==> src/sv/kcb_pkg.sv <==
// Package for the Keltner channel band block: shared widths, register
// indexes, sequencer types and the accumulator saturation function.
// No dependencies; every other file of the block uses it.
package kcb_pkg;

    // Default parameter values for the top level.
    localparam int unsigned PRICE_WIDTH_DEF   = 32;
    localparam int unsigned FRACTION_BITS_DEF = 16;

    // Accumulator and multiplier operand geometry.
    localparam int unsigned ACC_W   = 48;
    localparam int unsigned DIFF_W  = ACC_W + 2;
    localparam int unsigned LO_W    = 24;
    localparam int unsigned CHUNK_W = DIFF_W - LO_W;
    localparam int unsigned SUM_W   = ACC_W + 5;

    // Configuration register indexes.
    localparam int unsigned CFG_IDX_W = 2;
    localparam logic [CFG_IDX_W-1:0] REG_EMA_WEIGHT    = 2'd0;
    localparam logic [CFG_IDX_W-1:0] REG_BAND_MULTIPLE = 2'd1;

    // Saturation limits of the accumulators at sum width.
    localparam logic signed [SUM_W-1:0] ACC_MAX_S =
        {{(SUM_W - ACC_W + 1){1'b0}}, {(ACC_W - 1){1'b1}}};
    localparam logic signed [SUM_W-1:0] ACC_MIN_S = ~ACC_MAX_S;

    // Sequencer states.
    typedef enum logic [3:0] {
        S_IDLE,
        S_SEED,
        S_TR,
        S_MAX,
        S_LOAD,
        S_MLO,
        S_MHI,
        S_MSUM,
        S_APPLY,
        S_BAND,
        S_OUT
    } t_state;

    // Which product the shared multiplier is working on.
    typedef enum logic [1:0] {
        JOB_PRICE,
        JOB_RANGE,
        JOB_OFFSET
    } t_job;

    // Control of the shared multiply-accumulate unit.
    typedef struct packed {
        logic mul_en;
        logic sel_hi;
        logic acc_init;
        logic acc_add;
    } t_mac_ctl;

    // Clamp a wide signed sum to the signed accumulator range.
    function automatic logic signed [ACC_W-1:0] sat_acc(input logic signed [SUM_W-1:0] v);
        logic signed [ACC_W-1:0] res;
        if (v > ACC_MAX_S) begin
            res = ACC_MAX_S[ACC_W-1:0];
        end else if (v < ACC_MIN_S) begin
            res = ACC_MIN_S[ACC_W-1:0];
        end else begin
            res = v[ACC_W-1:0];
        end
        return res;
    endfunction

endpackage

==> src/sv/kcb_bar_if.sv <==
// Input channel of the Keltner channel band block: one price bar per
// transaction. Depends on kcb_pkg for the default price width.
interface kcb_bar_if #(
    parameter int unsigned WIDTH = kcb_pkg::PRICE_WIDTH_DEF
);
    logic                    valid;
    logic                    ready;
    logic signed [WIDTH-1:0] high_price;
    logic signed [WIDTH-1:0] low_price;
    logic signed [WIDTH-1:0] close_price;

    modport source (output valid, output high_price, output low_price,
                    output close_price, input ready);
    modport sink   (input valid, input high_price, input low_price,
                    input close_price, output ready);
endinterface

==> src/sv/kcb_band_if.sv <==
// Output channel of the Keltner channel band block: lower band, middle line
// and upper band per transaction. Depends on kcb_pkg for the default width.
interface kcb_band_if #(
    parameter int unsigned WIDTH = kcb_pkg::PRICE_WIDTH_DEF
);
    logic                    valid;
    logic                    ready;
    logic signed [WIDTH-1:0] lower_band;
    logic signed [WIDTH-1:0] middle_line;
    logic signed [WIDTH-1:0] upper_band;

    modport source (output valid, output lower_band, output middle_line,
                    output upper_band, input ready);
    modport sink   (input valid, input lower_band, input middle_line,
                    input upper_band, output ready);
endinterface

==> src/sv/keltner_channel_bands.sv <==
// Keltner channel bands: exponential averages of close and true range,
// with bands at middle +/- multiple x range average.
// Depends on kcb_pkg, kcb_bar_if, kcb_band_if and kcb_mac.
//
//   channel   direction  transaction payload
//   i_bar     in         high_price, low_price, close_price (signed Q16.16)
//   o_band    out        lower_band, middle_line, upper_band (signed Q16.16)
//   i_cfg_*   in         register write: index and data, no handshake
//
// The first bar seeds both averages and gets only its band offset; each
// later bar also runs the true range steps and both averages. No bar is
// taken before the last result is stored. The single shared multiplier is
// used for the price, range and offset products, five sequencer steps each.
// Ready is high only while the sequencer is idle. A result waits in the
// output register; a stall only holds the sequencer when a second result
// is finished. Reset is synchronous and restores the register defaults.
module keltner_channel_bands #(
    parameter int unsigned PRICE_WIDTH   = kcb_pkg::PRICE_WIDTH_DEF,
    parameter int unsigned FRACTION_BITS = kcb_pkg::FRACTION_BITS_DEF
) (
    input  logic                              i_clk,
    input  logic                              i_rst_n,
    input  logic                              i_cfg_we,
    input  logic [kcb_pkg::CFG_IDX_W-1:0]     i_cfg_idx,
    input  logic [FRACTION_BITS+1:0]          i_cfg_data,
    kcb_bar_if.sink                           i_bar,
    kcb_band_if.source                        o_band
);
    localparam int unsigned PW     = PRICE_WIDTH;
    localparam int unsigned FB     = FRACTION_BITS;
    localparam int unsigned CW     = FB + 2;
    localparam int unsigned MW     = FB + 1;
    localparam int unsigned ACC_W  = kcb_pkg::ACC_W;
    localparam int unsigned DIFF_W = kcb_pkg::DIFF_W;
    localparam int unsigned SUM_W  = kcb_pkg::SUM_W;
    localparam int unsigned MAC_W  = DIFF_W + CW;
    localparam int unsigned BAND_W = ACC_W + 1;
    localparam int unsigned RND_W  = ACC_W + 2;
    localparam int unsigned GUARD  = ACC_W - PW;

    localparam logic [CW-1:0] WEIGHT_RESET = CW'(((1 << (FB + 2)) + 21) / 42);
    localparam logic [MW-1:0] MULT_RESET   = MW'(1) << (FB - 1);
    localparam logic [CW-1:0] WEIGHT_MAX   = CW'(1) << (FB + 1);
    localparam logic [MW-1:0] MULT_MAX     = MW'(1) << FB;

    localparam logic signed [RND_W-1:0] ROUND_HALF = (RND_W'(1) <<< GUARD) >>> 1;
    localparam logic signed [RND_W-1:0] PRICE_MAX  = (RND_W'(1) <<< (PW - 1)) - RND_W'(1);
    localparam logic signed [RND_W-1:0] PRICE_MIN  = ~PRICE_MAX;

    // Round an accumulator-scale value to price scale and saturate it.
    function automatic logic signed [PW-1:0] to_price(input logic signed [BAND_W-1:0] s);
        logic signed [RND_W-1:0] t;
        logic signed [PW-1:0]    res;
        t = (RND_W'(s) + ROUND_HALF) >>> GUARD;
        if (t > PRICE_MAX) begin
            res = PRICE_MAX[PW-1:0];
        end else if (t < PRICE_MIN) begin
            res = PRICE_MIN[PW-1:0];
        end else begin
            res = t[PW-1:0];
        end
        return res;
    endfunction

    kcb_pkg::t_state   r_state, n_state;
    kcb_pkg::t_job     r_job, n_job;
    kcb_pkg::t_mac_ctl mac_ctl;

    logic [CW-1:0] r_weight;
    logic [MW-1:0] r_multiple;
    logic          r_seeded;
    logic          r_out_valid, n_out_valid;

    logic signed [PW-1:0]     r_high, r_low, r_close, r_prev;
    logic signed [PW+1:0]     r_d, r_a, r_b, r_tr;
    logic signed [ACC_W-1:0]  r_pavg, r_ravg, r_off;
    logic signed [DIFF_W-1:0] r_opd;
    logic        [CW-1:0]     r_coef;
    logic signed [BAND_W-1:0] r_lsum, r_usum;
    logic signed [PW-1:0]     r_lower, r_middle, r_upper;

    logic                     bar_accept;
    logic                     out_free;
    logic signed [PW+1:0]     diff_hl, diff_hp, diff_lp, tr_max;
    logic signed [MAC_W-1:0]  mac_acc;
    logic signed [SUM_W-1:0]  rounded;
    logic [CW-1:0]            weight_eff;
    logic [CW-1:0]            multiple_eff;

    assign bar_accept  = i_bar.valid && i_bar.ready;
    assign i_bar.ready = (r_state == kcb_pkg::S_IDLE);
    assign out_free    = !r_out_valid || o_band.ready;

    // Configuration registers.
    always_ff @(posedge i_clk) begin
        if (!i_rst_n) begin
            r_weight   <= WEIGHT_RESET;
            r_multiple <= MULT_RESET;
        end else if (i_cfg_we) begin
            case (i_cfg_idx)
                kcb_pkg::REG_EMA_WEIGHT:    r_weight   <= i_cfg_data;
                kcb_pkg::REG_BAND_MULTIPLE: r_multiple <= i_cfg_data[MW-1:0];
                default: ;
            endcase
        end
    end

    // Coefficients limited to two for the weight and one for the multiple.
    assign weight_eff   = (r_weight > WEIGHT_MAX) ? WEIGHT_MAX : r_weight;
    assign multiple_eff = CW'((r_multiple > MULT_MAX) ? MULT_MAX : r_multiple);

    // True range terms, the largest of them, and the rounded product.
    always_comb begin
        diff_hl = (PW+2)'(r_high) - (PW+2)'(r_low);
        diff_hp = (PW+2)'(r_high) - (PW+2)'(r_prev);
        diff_lp = (PW+2)'(r_low) - (PW+2)'(r_prev);
        tr_max  = r_d;
        if (r_a > tr_max) begin
            tr_max = r_a;
        end
        if (r_b > tr_max) begin
            tr_max = r_b;
        end
        rounded = SUM_W'($signed(mac_acc[MAC_W-1:FB]));
    end

    // Shared multiply-accumulate unit.
    kcb_mac #(
        .FRACTION_BITS (FRACTION_BITS)
    ) u_mac (
        .i_clk     (i_clk),
        .i_ctl     (mac_ctl),
        .i_operand (r_opd),
        .i_coef    (r_coef),
        .o_acc     (mac_acc)
    );

    // Sequencer state registers.
    always_ff @(posedge i_clk) begin
        if (!i_rst_n) begin
            r_state     <= kcb_pkg::S_IDLE;
            r_job       <= kcb_pkg::JOB_PRICE;
            r_out_valid <= 1'b0;
        end else begin
            r_state     <= n_state;
            r_job       <= n_job;
            r_out_valid <= n_out_valid;
        end
    end

    // Next state, job selection and multiplier control.
    always_comb begin
        n_state     = r_state;
        n_job       = r_job;
        n_out_valid = r_out_valid && !o_band.ready;
        mac_ctl     = '0;
        case (r_state)
            kcb_pkg::S_IDLE: begin
                if (bar_accept) begin
                    n_state = r_seeded ? kcb_pkg::S_TR : kcb_pkg::S_SEED;
                end
            end
            kcb_pkg::S_SEED: begin
                n_state = kcb_pkg::S_LOAD;
                n_job   = kcb_pkg::JOB_OFFSET;
            end
            kcb_pkg::S_TR: begin
                n_state = kcb_pkg::S_MAX;
            end
            kcb_pkg::S_MAX: begin
                n_state = kcb_pkg::S_LOAD;
                n_job   = kcb_pkg::JOB_PRICE;
            end
            kcb_pkg::S_LOAD: begin
                n_state = kcb_pkg::S_MLO;
            end
            kcb_pkg::S_MLO: begin
                mac_ctl.mul_en = 1'b1;
                n_state        = kcb_pkg::S_MHI;
            end
            kcb_pkg::S_MHI: begin
                mac_ctl.mul_en   = 1'b1;
                mac_ctl.sel_hi   = 1'b1;
                mac_ctl.acc_init = 1'b1;
                n_state          = kcb_pkg::S_MSUM;
            end
            kcb_pkg::S_MSUM: begin
                mac_ctl.acc_add = 1'b1;
                n_state         = kcb_pkg::S_APPLY;
            end
            kcb_pkg::S_APPLY: begin
                case (r_job)
                    kcb_pkg::JOB_PRICE: begin
                        n_state = kcb_pkg::S_LOAD;
                        n_job   = kcb_pkg::JOB_RANGE;
                    end
                    kcb_pkg::JOB_RANGE: begin
                        n_state = kcb_pkg::S_LOAD;
                        n_job   = kcb_pkg::JOB_OFFSET;
                    end
                    default: begin
                        n_state = kcb_pkg::S_BAND;
                    end
                endcase
            end
            kcb_pkg::S_BAND: begin
                n_state = kcb_pkg::S_OUT;
            end
            kcb_pkg::S_OUT: begin
                if (out_free) begin
                    n_out_valid = 1'b1;
                    n_state     = kcb_pkg::S_IDLE;
                end
            end
            default: begin
                n_state = kcb_pkg::S_IDLE;
            end
        endcase
    end

    // Seeded flag.
    always_ff @(posedge i_clk) begin
        if (!i_rst_n) begin
            r_seeded <= 1'b0;
        end else if (r_state == kcb_pkg::S_SEED) begin
            r_seeded <= 1'b1;
        end
    end

    // Datapath registers, loaded step by step under the sequencer.
    always_ff @(posedge i_clk) begin
        case (r_state)
            kcb_pkg::S_IDLE: begin
                if (bar_accept) begin
                    r_high  <= i_bar.high_price;
                    r_low   <= i_bar.low_price;
                    r_close <= i_bar.close_price;
                end
            end
            kcb_pkg::S_SEED: begin
                r_pavg <= ACC_W'(r_close) <<< GUARD;
                r_ravg <= kcb_pkg::sat_acc(SUM_W'(diff_hl) <<< GUARD);
                r_prev <= r_close;
            end
            kcb_pkg::S_TR: begin
                r_d <= diff_hl;
                r_a <= diff_hp[PW+1] ? -diff_hp : diff_hp;
                r_b <= diff_lp[PW+1] ? -diff_lp : diff_lp;
            end
            kcb_pkg::S_MAX: begin
                r_tr   <= tr_max;
                r_prev <= r_close;
            end
            kcb_pkg::S_LOAD: begin
                case (r_job)
                    kcb_pkg::JOB_PRICE: begin
                        r_opd  <= (DIFF_W'(r_close) <<< GUARD) - DIFF_W'(r_pavg);
                        r_coef <= weight_eff;
                    end
                    kcb_pkg::JOB_RANGE: begin
                        r_opd  <= (DIFF_W'(r_tr) <<< GUARD) - DIFF_W'(r_ravg);
                        r_coef <= weight_eff;
                    end
                    default: begin
                        r_opd  <= DIFF_W'(r_ravg);
                        r_coef <= multiple_eff;
                    end
                endcase
            end
            kcb_pkg::S_APPLY: begin
                case (r_job)
                    kcb_pkg::JOB_PRICE: begin
                        r_pavg <= kcb_pkg::sat_acc(rounded + SUM_W'(r_pavg));
                    end
                    kcb_pkg::JOB_RANGE: begin
                        r_ravg <= kcb_pkg::sat_acc(rounded + SUM_W'(r_ravg));
                    end
                    default: begin
                        r_off <= rounded[ACC_W-1:0];
                    end
                endcase
            end
            kcb_pkg::S_BAND: begin
                r_lsum <= BAND_W'(r_pavg) - BAND_W'(r_off);
                r_usum <= BAND_W'(r_pavg) + BAND_W'(r_off);
            end
            kcb_pkg::S_OUT: begin
                if (out_free) begin
                    r_lower  <= to_price(r_lsum);
                    r_middle <= to_price(BAND_W'(r_pavg));
                    r_upper  <= to_price(r_usum);
                end
            end
            default: ;
        endcase
    end

    assign o_band.valid       = r_out_valid;
    assign o_band.lower_band  = r_lower;
    assign o_band.middle_line = r_middle;
    assign o_band.upper_band  = r_upper;

    // The block takes no second bar right after accepting one.
    a_busy_after_accept: assert property (@(posedge i_clk) disable iff (!i_rst_n)
        bar_accept |=> !i_bar.ready)
        else $error("bar accepted while the sequencer was busy");

    // A result appears only from the output step of the sequencer.
    a_valid_from_out: assert property (@(posedge i_clk) disable iff (!i_rst_n)
        $rose(o_band.valid) |-> $past(r_state == kcb_pkg::S_OUT))
        else $error("result valid raised outside the output step");

    // Any accepted bar leaves the averages seeded.
    a_seeded_after_bar: assert property (@(posedge i_clk) disable iff (!i_rst_n)
        bar_accept |-> ##2 r_seeded)
        else $error("averages not seeded after a bar");

    // The accumulator is never started and added to in the same cycle.
    a_mac_ctl: assert property (@(posedge i_clk) disable iff (!i_rst_n)
        !(mac_ctl.acc_init && mac_ctl.acc_add))
        else $error("conflicting multiplier accumulate controls");

endmodule

==> src/sv/kcb_mac.sv <==
// Shared multiply-accumulate unit of the Keltner channel band block.
// Multiplies a 50-bit signed operand by an unsigned coefficient in two
// chunks and forms the product plus a rounding half. Depends on kcb_pkg.
module kcb_mac #(
    parameter int unsigned FRACTION_BITS = kcb_pkg::FRACTION_BITS_DEF
) (
    input  logic                                  i_clk,
    input  kcb_pkg::t_mac_ctl                     i_ctl,
    input  logic signed [kcb_pkg::DIFF_W-1:0]     i_operand,
    input  logic        [FRACTION_BITS+1:0]       i_coef,
    output logic signed [kcb_pkg::DIFF_W+FRACTION_BITS+1:0] o_acc
);
    localparam int unsigned LO_W    = kcb_pkg::LO_W;
    localparam int unsigned CHUNK_W = kcb_pkg::CHUNK_W;
    localparam int unsigned DIFF_W  = kcb_pkg::DIFF_W;
    localparam int unsigned CW      = FRACTION_BITS + 2;
    localparam int unsigned PROD_W  = CHUNK_W + CW + 1;
    localparam int unsigned MAC_W   = DIFF_W + CW;
    localparam logic signed [MAC_W-1:0] HALF = MAC_W'(1) <<< (FRACTION_BITS - 1);

    logic signed [CHUNK_W-1:0] chunk;
    logic signed [PROD_W-1:0]  product;
    logic signed [PROD_W-1:0]  r_prod;
    logic signed [MAC_W-1:0]   r_acc;

    // Pick the operand chunk: low bits as an unsigned value, high bits signed.
    always_comb begin
        if (i_ctl.sel_hi) begin
            chunk = i_operand[DIFF_W-1:LO_W];
        end else begin
            chunk = $signed(CHUNK_W'(i_operand[LO_W-1:0]));
        end
        product = PROD_W'(chunk) * PROD_W'($signed({1'b0, i_coef}));
    end

    // Product register, then accumulate the low part with the rounding half
    // and the high part shifted into place.
    always_ff @(posedge i_clk) begin
        if (i_ctl.mul_en) begin
            r_prod <= product;
        end
        if (i_ctl.acc_init) begin
            r_acc <= MAC_W'(r_prod) + HALF;
        end else if (i_ctl.acc_add) begin
            r_acc <= r_acc + (MAC_W'(r_prod) <<< LO_W);
        end
    end

    assign o_acc = r_acc;

endmodule
==> src/flat_wrapper.sv <==
// flat-port wrapper written by rule: the top's interface ports become plain ports
module keltner_channel_bands_flat 
#(
    parameter int unsigned PRICE_WIDTH   = kcb_pkg::PRICE_WIDTH_DEF,
    parameter int unsigned FRACTION_BITS = kcb_pkg::FRACTION_BITS_DEF
)
  (i_clk, i_rst_n, i_cfg_we, i_cfg_idx, i_cfg_data, i_bar_valid, i_bar_high_price, i_bar_low_price, i_bar_close_price, i_bar_ready, o_band_valid, o_band_lower_band, o_band_middle_line, o_band_upper_band, o_band_ready);
  kcb_bar_if i_bar_i ();
  kcb_band_if o_band_i ();
  input  logic i_clk;
  input  logic i_rst_n;
  input  logic i_cfg_we;
  input  logic [kcb_pkg::CFG_IDX_W-1:0] i_cfg_idx;
  input  logic [FRACTION_BITS+1:0] i_cfg_data;
  input wire logic [$bits(i_bar_i.valid)-1:0] i_bar_valid;
  input wire logic [$bits(i_bar_i.high_price)-1:0] i_bar_high_price;
  input wire logic [$bits(i_bar_i.low_price)-1:0] i_bar_low_price;
  input wire logic [$bits(i_bar_i.close_price)-1:0] i_bar_close_price;
  output wire logic [$bits(i_bar_i.ready)-1:0] i_bar_ready;
  output wire logic [$bits(o_band_i.valid)-1:0] o_band_valid;
  output wire logic [$bits(o_band_i.lower_band)-1:0] o_band_lower_band;
  output wire logic [$bits(o_band_i.middle_line)-1:0] o_band_middle_line;
  output wire logic [$bits(o_band_i.upper_band)-1:0] o_band_upper_band;
  input wire logic [$bits(o_band_i.ready)-1:0] o_band_ready;
  assign i_bar_i.valid = i_bar_valid;
  assign i_bar_i.high_price = i_bar_high_price;
  assign i_bar_i.low_price = i_bar_low_price;
  assign i_bar_i.close_price = i_bar_close_price;
  assign i_bar_ready = i_bar_i.ready;
  assign o_band_valid = o_band_i.valid;
  assign o_band_lower_band = o_band_i.lower_band;
  assign o_band_middle_line = o_band_i.middle_line;
  assign o_band_upper_band = o_band_i.upper_band;
  assign o_band_i.ready = o_band_ready;
  keltner_channel_bands #(.PRICE_WIDTH(PRICE_WIDTH), .FRACTION_BITS(FRACTION_BITS)) u_core (.i_clk(i_clk), .i_rst_n(i_rst_n), .i_cfg_we(i_cfg_we), .i_cfg_idx(i_cfg_idx), .i_cfg_data(i_cfg_data), .i_bar(i_bar_i), .o_band(o_band_i));
endmodule
==> config.mk <==
export PLATFORM = sky130hd
export DESIGN_NAME = keltner_channel_bands_flat
export DESIGN_NICKNAME = d
export VERILOG_FILES = /design/src/sv/kcb_pkg.sv /design/src/sv/kcb_bar_if.sv /design/src/sv/kcb_band_if.sv /design/src/sv/keltner_channel_bands.sv /design/src/sv/kcb_mac.sv /design/src/flat_wrapper.sv
export SDC_FILE = /design/constraint.sdc
export NUM_CORES = 2
export LEC_CHECK = 0
export ABC_CLOCK_PERIOD_IN_PS = 18780
export BUFFER_PORTS_ARGS = -buffer_cell sky130_fd_sc_hd__buf_2
export CAP_MARGIN = 10
export CORE_MARGIN = 4
export CORE_UTILIZATION = 45
export DETAILED_ROUTE_END_ITERATION = 7
export GPL_TIMING_DRIVEN = 0
export PLACE_DENSITY = 0.62
export SLEW_MARGIN = 20
export SYNTH_ARGS = -nofsm -noshare
export SYNTH_HDL_FRONTEND = slang
export SYNTH_HIERARCHICAL = 1
export SYNTH_SLANG_ARGS = --single-unit
==> constraint.sdc <==
create_clock -name i_clk -period 18.78 [get_ports i_clk]
set_clock_uncertainty 0.15 [all_clocks]
set_input_delay 0.939 -clock i_clk [delete_from_list [all_inputs] [get_ports i_clk]]
set_output_delay 0.939 -clock i_clk [all_outputs]
set_load 0.05 [all_outputs]
== After elaboration in Yosys (flattened, before gate mapping) ==
Cells that the tools add are included.

* Bits in registers: 825
* Logic and storage cells: 138
* Input port bits: 121
* Output and inout port bits: 98

* Order comparisons: 16
* Reduce and logical (&&, ||, !) cells: 23
* Muxes and demuxes: 36
* Bitwise gates (word level): 1
* Multipliers: 1
* Add/sub/neg operators: 16
* Equality and inequality tests: 17

{| class="wikitable"
|+ Operators with widths
! cell !! number
|-
| two-way mux 48 bit || 8
|-
| one-hot mux 48 bit (2 select lines) || 2
|-
| two-way mux 68 bit || 2
|-
| adder 52 x 48 -> 53 bit || 2
|-
| greater-than comparator 53 x 48 -> 1 bit, second input constant || 2
|-
| < comparator 53 x 48 -> 1 bit, second input constant || 2
|-
| adder 49 x 17 -> 50 bit, second input constant || 2
|-
| one-hot mux 50 bit (2 select lines) || 1
|-
| subtractor 32 x 32 -> 33 bit || 3
|-
| subtractor 48 x 48 -> 49 bit || 2
|-
| two-way mux 32 bit || 3
|-
| adder 68 bit || 1
|-
| greater-than comparator 34 x 32 -> 1 bit, second input constant || 2
|-
| < comparator 34 x 32 -> 1 bit, second input constant || 2
|-
| two-way mux 34 bit || 2
|-
| negator 33 -> 34 bit || 2
|-
| two-way mux 33 bit || 2
|-
| subtractor 50 x 48 -> 50 bit || 1
|-
| adder 48 x 17 -> 49 bit, second input constant || 1
|-
| adder 48 x 48 -> 49 bit || 1
|-
| greater-than comparator 49 x 48 -> 1 bit, second input constant || 1
|-
| < comparator 49 x 48 -> 1 bit, second input constant || 1
|-
| adder 45 x 17 -> 46 bit, second input constant || 1
|-
| multiplier 26 x 19 -> 45 bit || 1
|-
| other kinds (33) || 63
|}

== Logic depth before layout (Yosys ltp) ==
* Word-level depth: 6
* Mapped depth: 30
* Mapped depth without buffers: 25

== Hierarchy ==
The synthesis kept the hierarchy.

{| class="wikitable"
|+ Modules (own cells, without submodules)
! module !! cells each !! sequential area each (µm²) !! instances !! area each (µm²)
|-
| keltner_channel_bands || 4977 || 20049.2 || 1 || 48529.0
|-
| kcb_mac || 2609 || 3393.3 || 1 || 24586.1
|}

== Least setup slack after synthesis ==
OpenSTA, ideal clock, no wires.

* Kind: register -> register
* From: reg u_core.r_state[1]
* To: reg u_core.r_a[0], enable pin
* Slack: 10.331 ns
* Arrival time: 7.615 ns
* Library setup time: 0.684 ns
* Clock period less this slack: 8.449 ns
* Data required time: 17.946 ns
* Stages on the path, launching flop included: 4
* Path buffers: 1
* Cell sequence: dfxtp_1 > clkbuf_1 > nand2_1 > nor3_1

* Cells in the longest elaborated chain, start to end: 1

{| class="wikitable"
|+ Ends and longest elaborated chain
! item !! line !! source
|-
| from (decl) || keltner_channel_bands.sv:65 || <nowiki>kcb_pkg::t_state r_state, n_state;</nowiki>
|-
| from (signal assigned) || keltner_channel_bands.sv:141 || <nowiki>r_state <= kcb_pkg::S_IDLE;</nowiki>
|-
| from (signal assigned) || keltner_channel_bands.sv:145 || <nowiki>r_state <= n_state;</nowiki>
|-
| == test 4 x 2 -> 1 bit || keltner_channel_bands.sv:232 || <nowiki>case (r_state)</nowiki>
|-
| to (signal assigned) || keltner_channel_bands.sv:247 || <nowiki>r_a <= diff_hp[PW+1] ? -diff_hp : diff_hp;</nowiki>
|-
| to (decl) || keltner_channel_bands.sv:75 || <nowiki>logic signed [PW+1:0] r_d, r_a, r_b, r_tr;</nowiki>
|}

Every way passes these cells.
A chain may end at the register's enable or synchronous reset.

== Worst setup path in the final report ==
* From: reg u_core.r_state[0]
* To: reg u_core.u_mac.r_prod[41] (data pin)

* Cells in the longest elaborated chain, start to end: 4

{| class="wikitable"
|+ Ends and longest elaborated chain
! item !! line !! source
|-
| == test 4 x 3 -> 1 bit || keltner_channel_bands.sv:157 || <nowiki>case (r_state)</nowiki>
|-
| two-way mux 2 bit || keltner_channel_bands.sv:157 ||
|-
| two-way mux 26 bit || kcb_mac.sv:28 || <nowiki>if (i_ctl.sel_hi) begin</nowiki>
|-
| multiplier 26 x 19 -> 45 bit || kcb_mac.sv:33 || <nowiki>product = PROD_W'(chunk) * PROD_W'($signed({1'b0, i_coef}));</nowiki>
|-
| net u_core.u_mac.product[41] || kcb_mac.sv:22 || <nowiki>logic signed [PROD_W-1:0] product;</nowiki>
|-
| to (signal assigned) || kcb_mac.sv:40 || <nowiki>r_prod <= product;</nowiki>
|-
| to (decl) || kcb_mac.sv:23 || <nowiki>logic signed [PROD_W-1:0] r_prod;</nowiki>
|}

The timed path passes the listed nets, and every way through them passes these cells.

==> impl_metrics.yaml <==
status:
  status: "complete, no violations"
floorplan:
  start_util_pct: 45.22
  std_cell_rows: 147
  core_area_um2: 160400
  die_h_um: 409.5
  dieWidth_um: 409.5
  die-area_um2: 167700
  pin_count: 219
global_routing:
  antenna_found_initial: 17
  grt_pass1_vias: 56283
  grt_usage_pct: 27.78
  overflow: 0
  grt_max_degree: 62
  grt_pass1_wl_mm: 353.4
worst_setup_path:
  r2r_start: "u_core/r_state[0]$_SDFFE_PN0P_"
  critical_path_required_ns: 19.01
  arrival_ns: 11.00
  crit_type: "register to register"
  crit_top_cell: "fa_1"
  worst-path-max-fanout: 10
  slowest_stage: "nor3_1"
  startpoint: "u_core/r_state[0]$_SDFFE_PN0P_"
  cp_slowest_stage_delay_ns: 0.96
  worstSetupEndpointType: "register"
  cp-start-kind: "register"
sta:
  post-route-period-util_pct: 57.37
  min_period_ns: 10.77
  setup_viol: 0
  final.setup.worst_slack_ns: 8.007
  tightest_slew_ns: 1.247
  fin_setup_tns_ns: 0
  relSlewSlack_pct: 14.69
  rsz0062_at_grt: "false"
  hold_viol: 0
  slew_violations: 0
  fmax_ghz: 0.09282
cells_and_area:
  syn2layout_area_growth_pct: 10.22
  ff_latch_area_um2: 22960
  layout.nets: 9084
  final.fill_count: 15000
  multi_input_area_um2: 44860
  final_util_pct: 49.85
  drive_above_1_share_pct: 7.247
clock_tree:
  cts_tree: "done"
  cts_buffer_depth: 3
  clk_pin_slew_worst_paths_ns: 0.06
  cts_resized: 0
  postCtsSetupBuffers: 0
  insertion_delay_ns: 0.74
  numCtsBuffers: 92
  cts_root_buf: "clkbuf_16"
  cts_num_sinks: 779
  htreeDepth: 3
  holdBufCountCts: 0
placed_design:
  gp_congestion: 0.9770
  dpl_worst_slack_ns: 8.185
  portBuffers: 218
  dp_hpwl_mm: 194.4
worst_hold_path:
  hold_path.class: "input port to register"
  min_from: "i_bar_close_price[5]"
route:
  num_vias: 58054
  avgRoutedWirePerCell_um: 23.30
  drcViolationCount: 0
  antenna_left: 0
  drt_iter0_markers: 5248
  firstDrtPassIters: 8
  routed_wl_mm: 236.4
  vias_per_cell: 5.723
synth:
  post_synth.cell_area_avg_um2: 9.603
  yosys_warnings: 6
  postSynthCellCount: 7553
  syn-cell-area_um2: 72530
job:
  cap_violations: 0
[critical path, delay by kind of cell (launching register included)]
kind	cells	cell delay [ns]
AO/OA/AOI/OAI	6	1.65
adder cells (fa/ha/maj)	7	3.55
buffers and inverters	9	2.71
flip-flops	1	0.29
multiplexers	1	0.50
AND/OR/NAND/NOR	5	1.54
[flip-flops by register name, indices dropped and copies added (netlist names), 34 cells and up]
name                 count
u_core/r_a              34
u_core/r_b              34
u_core/r_lsum           34
u_core/r_off            48
u_core/r_opd            50
u_core/r_pavg           48
u_core/r_ravg           48
u_core/r_tr             34
u_core/r_usum           34
u_core/u_mac/o_acc      52
u_core/u_mac/r_prod     45
[metrics by stage]
| step | std cells | area, µm² | hold slack [ns] |
|---|---|---|---|
| after floorplan | 7554 | 72530 | 0.3012 |
| after detailed placement | 9969 | 76870 | 0.3266 |
| final | 10144 | 79940 | 0.2224 |
| after CTS | 10136 | 79910 | 0.1652 |
| after global placement | 9932 | 76330 | 0.3161 |
| after global routing | 10137 | 79930 | 0.1768 |
[layer usage]
metal / vias to the layer above / global-route usage, % / share of wire, %
met3: 364 / 5.864 / 9.0
met4: 4 / 10.29 / 4.1
met1: 28267 / 38.48 / 43
li1: 27113 / - / -
met2: 2306 / 42.89 / 44
met5: - / 0 / 0.013
[final cells by class]
type,instances,area share (%)
tap,2160,3.381
clock buffer,107,2.950
timing repair buffer,255,1.956
buffer,285,1.493
antenna,8,0.02504
clock inverter,60,0.8545
multi-input combinational,5532,56.12
inverter,958,4.498
sequential,779,28.72
[final timing paths]
| path | to | slack (ns) | cells after the start |
|---|---|---|---|
| setup / recovery | u_core/u_mac/r_prod[41]$_DFFE_PP_ | 8.01 | 28 |
| hold / removal | u_core/r_close[5]$_DFFE_PP_ | 0.22 | 1 |
| setup reg to reg | u_core/u_mac/r_prod[41]$_DFFE_PP_ | 8.01 | 28 |
| hold reg to reg | u_core/r_weight[6]$_SDFFE_PN1P_ | 0.34 | 2 |
[layout by cell type, fill, tap and decap left out, types with 53 or more instances in the layout]
master	n
inv_1	956
edfxtp_1	736
ha_1	593
nand2_1	577
a21oi_1	509
fa_1	467
nor2_1	376
xnor2_1	353
o21ai_0	330
and2_1	312
buf_2	255
clkbuf_1	248
a21o_1	229
xor2_1	192
nand3_1	146
nand4_1	110
nor3_1	108
clkbuf_16	92
and3_1	87
mux2i_1	83
o21bai_1	78
a221o_1	63
nor2b_1	63
o21a_1	59
a211oi_1	59
a31oi_1	56
nand2b_1	53
Power is left out: the tool's default activity adds up to more than one toggle a clock period on the data nets, which glitch-free logic cannot reach.
